File: src/sv/rssp_pkg.sv
// shared types and constants for the raptor source symbol placement block
package rssp_pkg;

  // default sizing
  localparam int unsigned MaxSourceBlocks    = 16;
  localparam int unsigned MaxSubBlocks       = 16;
  localparam int unsigned MaxSymbolsPerBlock = 1024;

  // configuration port
  localparam int unsigned CfgIdxW  = 3;
  localparam int unsigned CfgDataW = 32;

  typedef enum logic [CfgIdxW-1:0] {
    REG_TRANSFER_LENGTH    = 3'd0,
    REG_SYMBOL_SIZE        = 3'd1,
    REG_SOURCE_BLOCK_COUNT = 3'd2,
    REG_SUB_BLOCK_COUNT    = 3'd3,
    REG_SYMBOL_ALIGNMENT   = 3'd4
  } cfg_reg_e;

  typedef enum logic [1:0] {
    ST_PLACED    = 2'd0,
    ST_REPAIR    = 2'd1,
    ST_RANGE     = 2'd2,
    ST_TOO_LARGE = 2'd3
  } status_e;

  typedef struct packed {
    logic [15:0] block_number;
    logic [15:0] symbol_id;
  } in_item_t;

  typedef struct packed {
    status_e     status;
    logic [3:0]  sub_block_index;
    logic [31:0] buffer_offset;
    logic [15:0] payload_offset;
    logic [15:0] length;
    logic        block_complete;
    logic        file_complete;
    logic        last;
  } out_item_t;

  // derived partition handed to the item sequencer
  typedef struct packed {
    logic        ready;
    logic [4:0]  z;
    logic [4:0]  zl;
    logic [31:0] kl;
    logic [31:0] ks;
    logic [4:0]  n;
    logic [4:0]  nl;
    logic [15:0] len_l;
    logic [15:0] len_s;
    logic [31:0] klt;
    logic [31:0] kst;
    logic [31:0] zlklt;
  } part_t;

  typedef enum logic [2:0] {
    D_IDLE, D_KT, D_KS, D_UNITS, D_TS, D_MUL0, D_MUL1, D_MUL2
  } derive_state_e;

  typedef enum logic [2:0] {
    I_IDLE, I_CHK, I_BASE, I_EMIT
  } item_state_e;

endpackage

File: src/sv/rssp_div.sv
// radix-2 restoring divider, one quotient bit per cycle
module rssp_div (
  input  logic        clk_i,
  input  logic        rst_ni,
  input  logic        start_i,
  input  logic [32:0] dividend_i,
  input  logic [15:0] divisor_i,
  output logic        busy_o,
  output logic [32:0] quo_o,
  output logic [15:0] rem_o
);

  logic [32:0] quo_q, quo_d;
  logic [15:0] rem_q, rem_d;
  logic [15:0] dsr_q;
  logic [5:0]  cnt_q;
  logic [16:0] trial;
  logic        ge;

  // one shift-subtract step
  always_comb begin
    trial = {rem_q, quo_q[32]};
    ge    = trial >= {1'b0, dsr_q};
    rem_d = ge ? 16'(trial - {1'b0, dsr_q}) : trial[15:0];
    quo_d = {quo_q[31:0], ge};
  end

  // step counter
  always_ff @(posedge clk_i or negedge rst_ni) begin
    if (!rst_ni) begin
      cnt_q <= '0;
    end else if (start_i) begin
      cnt_q <= 6'd33;
    end else if (cnt_q != '0) begin
      cnt_q <= cnt_q - 6'd1;
    end
  end

  // datapath
  always_ff @(posedge clk_i) begin
    if (start_i) begin
      quo_q <= dividend_i;
      rem_q <= '0;
      dsr_q <= divisor_i;
    end else if (cnt_q != '0) begin
      quo_q <= quo_d;
      rem_q <= rem_d;
    end
  end

  assign busy_o = cnt_q != '0;
  assign quo_o  = quo_q;
  assign rem_o  = rem_q;

endmodule

File: src/sv/rssp_part.sv
// configuration registers and partition derivation sequencer
module rssp_part #(
  parameter int unsigned MAX_SOURCE_BLOCKS = rssp_pkg::MaxSourceBlocks,
  parameter int unsigned MAX_SUB_BLOCKS    = rssp_pkg::MaxSubBlocks
) (
  input  logic                          clk_i,
  input  logic                          rst_ni,
  input  logic                          cfg_we_i,
  input  logic [rssp_pkg::CfgIdxW-1:0]  cfg_idx_i,
  input  logic [rssp_pkg::CfgDataW-1:0] cfg_wdata_i,
  output rssp_pkg::part_t               part_o
);

  localparam int unsigned NMax = (MAX_SUB_BLOCKS < 16) ? MAX_SUB_BLOCKS : 16;

  logic [31:0] f_q;
  logic [15:0] t_q;
  logic [4:0]  zc_q, nc_q;
  logic [7:0]  al_q;

  logic [15:0] t_eff;
  logic [7:0]  al_eff;
  logic [4:0]  z_eff, n_eff, z_raw, n_raw;

  rssp_pkg::derive_state_e state_q, state_d;
  logic        kick_q, kick_d;
  logic        advance;

  logic [32:0] div_dvd;
  logic [15:0] div_dsr;
  logic        div_busy;
  logic [32:0] div_quo;
  logic [15:0] div_rem;

  logic [31:0] kt_q, kl_q, ks_q, klt_q, kst_q, zlklt_q;
  logic [4:0]  zl_q, nl_q;
  logic [15:0] units_q, tl_q, ts_q, tp_q, len_l_q, len_s_q;

  // configuration registers
  always_ff @(posedge clk_i or negedge rst_ni) begin
    if (!rst_ni) begin
      f_q  <= 32'd1;
      t_q  <= 16'd4;
      zc_q <= 5'd1;
      nc_q <= 5'd1;
      al_q <= 8'd4;
    end else if (cfg_we_i) begin
      unique case (cfg_idx_i)
        rssp_pkg::REG_TRANSFER_LENGTH:    f_q  <= cfg_wdata_i;
        rssp_pkg::REG_SYMBOL_SIZE:        t_q  <= cfg_wdata_i[15:0];
        rssp_pkg::REG_SOURCE_BLOCK_COUNT: zc_q <= cfg_wdata_i[4:0];
        rssp_pkg::REG_SUB_BLOCK_COUNT:    nc_q <= cfg_wdata_i[4:0];
        rssp_pkg::REG_SYMBOL_ALIGNMENT:   al_q <= cfg_wdata_i[7:0];
        default: ;
      endcase
    end
  end

  // zero and oversize register values
  always_comb begin
    t_eff  = (t_q == '0) ? 16'd1 : t_q;
    al_eff = (al_q == '0) ? 8'd1 : al_q;
    z_raw  = (zc_q == '0) ? 5'd1 : zc_q;
    n_raw  = (nc_q == '0) ? 5'd1 : nc_q;
    z_eff  = (32'(z_raw) > MAX_SOURCE_BLOCKS) ? 5'(MAX_SOURCE_BLOCKS) : z_raw;
    n_eff  = (32'(n_raw) > NMax) ? 5'(NMax) : n_raw;
  end

  rssp_div u_div (
    .clk_i      (clk_i),
    .rst_ni     (rst_ni),
    .start_i    (kick_q),
    .dividend_i (div_dvd),
    .divisor_i  (div_dsr),
    .busy_o     (div_busy),
    .quo_o      (div_quo),
    .rem_o      (div_rem)
  );

  assign advance = !kick_q && !div_busy;

  // next state
  always_comb begin
    state_d = state_q;
    unique case (state_q)
      rssp_pkg::D_IDLE:  state_d = rssp_pkg::D_IDLE;
      rssp_pkg::D_KT:    if (advance) state_d = rssp_pkg::D_KS;
      rssp_pkg::D_KS:    if (advance) state_d = rssp_pkg::D_UNITS;
      rssp_pkg::D_UNITS: if (advance) state_d = rssp_pkg::D_TS;
      rssp_pkg::D_TS:    if (advance) state_d = rssp_pkg::D_MUL0;
      rssp_pkg::D_MUL0:  state_d = rssp_pkg::D_MUL1;
      rssp_pkg::D_MUL1:  state_d = rssp_pkg::D_MUL2;
      rssp_pkg::D_MUL2:  state_d = rssp_pkg::D_IDLE;
      default:           state_d = rssp_pkg::D_IDLE;
    endcase
    if (cfg_we_i) state_d = rssp_pkg::D_KT;
  end

  // divider operands and start pulse
  always_comb begin
    div_dvd = '0;
    div_dsr = 16'd1;
    unique case (state_q)
      rssp_pkg::D_KT: begin
        div_dvd = {1'b0, f_q} + {17'b0, t_eff} - 33'd1;
        div_dsr = t_eff;
      end
      rssp_pkg::D_KS: begin
        div_dvd = {1'b0, kt_q};
        div_dsr = {11'b0, z_eff};
      end
      rssp_pkg::D_UNITS: begin
        div_dvd = {17'b0, t_eff};
        div_dsr = {8'b0, al_eff};
      end
      rssp_pkg::D_TS: begin
        div_dvd = {17'b0, units_q};
        div_dsr = {11'b0, n_eff};
      end
      default: ;
    endcase
    kick_d = cfg_we_i ||
             ((state_d != state_q) &&
              (state_d == rssp_pkg::D_KS || state_d == rssp_pkg::D_UNITS ||
               state_d == rssp_pkg::D_TS));
  end

  always_ff @(posedge clk_i or negedge rst_ni) begin
    if (!rst_ni) begin
      state_q <= rssp_pkg::D_KT;
      kick_q  <= 1'b1;
    end else begin
      state_q <= state_d;
      kick_q  <= kick_d;
    end
  end

  // capture quotients and products
  always_ff @(posedge clk_i) begin
    unique case (state_q)
      rssp_pkg::D_KT: if (advance) kt_q <= div_quo[31:0];
      rssp_pkg::D_KS: if (advance) begin
        ks_q <= div_quo[31:0];
        kl_q <= div_quo[31:0] + {31'b0, div_rem != '0};
        zl_q <= div_rem[4:0];
      end
      rssp_pkg::D_UNITS: if (advance) units_q <= div_quo[15:0];
      rssp_pkg::D_TS: if (advance) begin
        ts_q <= div_quo[15:0];
        tl_q <= div_quo[15:0] + {15'b0, div_rem != '0};
        nl_q <= div_rem[4:0];
      end
      rssp_pkg::D_MUL0: begin
        tp_q    <= 16'(units_q * al_eff);
        len_l_q <= 16'(tl_q * al_eff);
        len_s_q <= 16'(ts_q * al_eff);
      end
      rssp_pkg::D_MUL1: begin
        klt_q <= 32'(kl_q * tp_q);
        kst_q <= 32'(ks_q * tp_q);
      end
      rssp_pkg::D_MUL2: zlklt_q <= 32'(zl_q * klt_q);
      default: ;
    endcase
  end

  always_comb begin
    part_o.ready = state_q == rssp_pkg::D_IDLE;
    part_o.z     = z_eff;
    part_o.zl    = zl_q;
    part_o.kl    = kl_q;
    part_o.ks    = ks_q;
    part_o.n     = n_eff;
    part_o.nl    = nl_q;
    part_o.len_l = len_l_q;
    part_o.len_s = len_s_q;
    part_o.klt   = klt_q;
    part_o.kst   = kst_q;
    part_o.zlklt = zlklt_q;
  end

endmodule

File: config.mk
export PLATFORM = sky130hd
export DESIGN_NAME = rssp_part
export DESIGN_NICKNAME = d
export VERILOG_FILES = /design/src/sv/rssp_pkg.sv /design/src/sv/rssp_div.sv /design/src/sv/rssp_part.sv
export SDC_FILE = /design/constraint.sdc
export NUM_CORES = 2
export LEC_CHECK = 0
export ABC_AREA = 1
export BUFFER_PORTS_ARGS = -buffer_cell sky130_fd_sc_hd__clkbuf_2
export CAP_MARGIN = 30
export CORE_ASPECT_RATIO = 1.25
export CORE_UTILIZATION = 30
export CTS_CLUSTER_SIZE = 10
export DETAILED_ROUTE_END_ITERATION = 7
export PLACE_DENSITY_LB_ADDON = 0.15
export SKIP_LAST_GASP = 1
export SYNTH_ARGS = -nofsm -noshare
export SYNTH_HDL_FRONTEND = slang
export SYNTH_HIERARCHICAL = 1
export SYNTH_SLANG_ARGS = --single-unit
File: constraint.sdc
create_clock -name clk_i -period 13.2 [get_ports clk_i]
set_clock_uncertainty 0.1 [all_clocks]
set_input_delay 1.32 -clock clk_i [delete_from_list [all_inputs] [get_ports clk_i]]
set_output_delay 1.32 -clock clk_i [all_outputs]
set_load 0.01 [all_outputs]
==> out/qor.csv <==
stage,metric,value,unit
layout,share of layout cells above drive strength 1,6.76,%
logic_synthesis,most frequent cell after synthesis,nand2_1,
detailed_routing,Vias,44400,
power,worst vdd ir,0.145,mV
global_route,first-pass GRT wire length,282,mm
clock_tree,TritonCTS buffer count,59,
power,PwrDens,116,nW/µm²
logic_synthesis,top-area cell type share of the netlist area,30.7,%
die,Die Ht,489,µm
worst_setup_path,CP max FO,43,
global_route,largest net degree at the start of global routing,65,
layout,Final Util,33.4,%
layout,Final nets,8326,
worst_setup_path,crit-path cells,buf_4 > nand2_1 > fa_1 > inv_1 > fa_1 > inv_1 > fa_1 > fa_1 > inv_1 > fa_1 > inv_1 > fa_1 > inv_1 > ha_1 > nand2_1 > nor3_1 > nand2_1 > o211ai_1 > inv_1 > nand3_1 > nand2_1,
detailed_routing,initial DRC count,2298,
placed_design,I/O Buffers,250,
clock_tree,CTS tree,yes,
placed_design,placed cell areas,61000,µm²
logic_synthesis,Syn Std Cell Area,56900,µm²
sta,max-slew violation count,0,
power,Overall Power,7.30,mW
clock_tree,CTS root buf,clkbuf_16,
global_route,GRT overflow,0,
sta,final worst-path cycle share,54.3,%
worst_setup_path,Crit. End Element,flop,
layout,Fill cells,20300,
layout,Seq. cell area,12700,µm²
clock_tree,post-cts hold buffer count,0,
layout,post-route design area,62900,µm²
global_route,vias in the first global route,47300,
detailed_routing,Via density,4.59,
die,# rows,178,
logic_synthesis,Synth Net Count,8224,
clock_tree,H-tree levels,2,
die,Ports,251,
logic_synthesis,Synth Flop Type,edfxtp_1,
clock_tree,clk sinks,439,
logic_synthesis,Post-Synthesis Cells,7011,
logic_synthesis,"EDFF count, synth",347,
sta,Worst-Margin Slew,1060,ps
placed_design,GPL Wtd Cong,0.863,
global_route,antenna violations before repair,4,
sta,setup TNS,0,ps
detailed_routing,WL/cell,18.8,µm
worst_setup_path,critical path data required time,13560,ps
worst_setup_path,R2R Setup Slk,6030,ps
clock_tree,cts repair resizes,0,
worst_setup_path,crit path launch type,flop,
sta,"Hold Vio Cnt, Final",0,
layout,multi-input combinational cell area,36500,µm²
sta,Min Hold Slack,378,ps
placed_design,Post-DP HPWL,141,mm
clock_tree,"Clk pin slew, worst setup/hold paths",70,ps
logic_synthesis,Synth cell types,62,
min_path,Worst Hold Class,flop to flop,
logic_synthesis,Synth area leader,fa_1,
die,Core Area,188000,µm²
sta,Slew HR,29.0,%
global_route,GRT Util Overall,19.2,%
sta,Final Critical Period,7170,ps
worst_setup_path,crit-path max cell delay,950,ps
detailed_routing,Routed Wire Length,182,mm
detailed_routing,Post-DRT Antenna Nets,0,
worst_setup_path,data arrival time of the worst path,7530,ps
power,leakage,33.4,nW
detailed_routing,DRT Pass-1 Iters,5,
worst_setup_path,CP max-delay cell,edfxtp_1,
sta,count of final setup violators,0,
sta,Max Freq,139,MHz
die,die width,392,µm
detailed_routing,DRC errors left,0,
layout,Synth-to-Final Area Change,10.4,%
logic_synthesis,"Seq/Total Area, Yosys",22.2,%
logic_synthesis,warnings from Yosys,6,
worst_setup_path,kind of critical path,flop to flop,
die,DIE AREA,191000,µm²
die,Initial Util,30.2,%
clock_tree,setup repair bufs after CTS,0,
logic_synthesis,"top cells by count, synth","2003 x nand2_1, 1757 x inv_1, 873 x fa_1, 347 x edfxtp_1, 302 x ha_1",
run,Max-Cap Viols,0,
outcome,status,"complete, no violations",
logic_synthesis,async set-reset flop share out of synthesis,17.3,%
sta,RSZ-0062 raised after global routing,no,
clock_tree,clock insertion delay at the later pin of the skew report,690,ps
clock_tree,CTS max path bufs,3,
logic_synthesis,synthesized flop and latch total,439,
logic_synthesis,average cell area after synthesis,8.12,µm²
logic_synthesis,Synth area leaders,"fa_1 31%, edfxtp_1 18%, nand2_1 13%",
-- cell families after synthesis --
group,count (synthesis),share of synthesized area [%]
AOI/OAI and AO/OA,510,5.05
xor gates and xnor gates,198,3.07
adders and majority gates,1175,37.3
buffers and inverters,2055,13.7
DFF,439,22.2
and+or+nand+nor,2634,18.6
-- critical path: cells and delay by family, from the launching register on --
kind | cells | cell delay [ps]
adders and majority gates | 7 | 3490
AOI/OAI and AO/OA | 1 | 490
buffers and inverters | 7 | 1040
DFF | 1 | 950
and+or+nand+nor | 6 | 820
-- cell type report --
type	count	share of cell area (%)
clock inverter	22	0.340
antenna	2	0.00796
tap	2520	5.02
multi-input combinational	4517	58.1
timing repair buffer	325	3.23
inverter	1771	10.6
sequential	439	20.1
clock buffer	84	2.63
-- final timing paths --
check	to	cells past startpoint	startpoint
worst min register to register	al_q[0]$_DFFE_PN0P_	2	al_q[0]$_DFFE_PN0P_
worst max register to register	kst_q[31]$_DFFE_PN_	21	tp_q[1]$_DFFE_PP_
max in group asynchronous	al_q[5]$_DFFE_PN0P_	2	rst_ni
worst min-delay path	al_q[0]$_DFFE_PN0P_	2	al_q[0]$_DFFE_PN0P_
worst max-delay path	kst_q[31]$_DFFE_PN_	21	tp_q[1]$_DFFE_PP_
min in group asynchronous	f_q[23]$_DFFE_PN0P_	1	rst_ni
-- flip-flops by register name, summed over array words and instances (netlist names), 6 cells and up --
| signal | flops |
|---|---|
| tl_q | 16 |
| u_div/rem_o | 16 |
| t_q | 16 |
| ts_q | 16 |
| kl_q | 32 |
| u_div/cnt_q | 6 |
| al_q | 8 |
| tp_q | 16 |
| klt_q | 32 |
| ks_q | 32 |
| u_div/dsr_q | 16 |
| zlklt_q | 32 |
| units_q | 16 |
| kst_q | 32 |
| u_div/quo_o | 33 |
| len_s_q | 16 |
| f_q | 32 |
| kt_q | 32 |
| len_l_q | 16 |
-- power by group --
group,internal (mW),switching [mW],total (mW)
Sequential,1.84,0.230,2.07
Combinational,1.31,2.32,3.64
Clock,0.909,0.684,1.59
-- stage by stage --
step | cells | worst slack [ps]
floorplan | 7011 | 6270
global placement | 9560 | 6020
detailed placement | 9572 | 6030
CTS | 9678 | 6060
global route | 9679 | 5690
finish | 9680 | 6030
-- layer usage --
layer  vias up  GRT usage (%)  share of wire, %
met1     22300           23.4                41
met5         -              0            0.0071
met3       238           2.52               4.3
li1      21000              -                 -
met4         2           5.67               2.9
met2       883           35.1                52
-- placed cells by master (no fill, tap or decap), types with 10 or more instances in the layout --
master        n
nand2_1    2002
inv_1      1757
fa_1        873
edfxtp_1    347
ha_1        302
nor2_1      279
clkbuf_2    249
a21oi_1     227
nand3_1     190
o21ai_0     121
xor2_1      119
xnor2_1      77
dfrtp_1      67
buf_4        64
clkbuf_16    61
o21ai_1      44
nand4_1      44
nor3_1       35
nand3b_1     22
clkbuf_1     19
o21bai_1     18
a21o_1       18
dfxtp_1      16
o2111ai_1    14
inv_2        13
o22ai_1      11
nor4_1       10
nor2_2       10
Note: power is estimated with default switching activity, not from simulation.
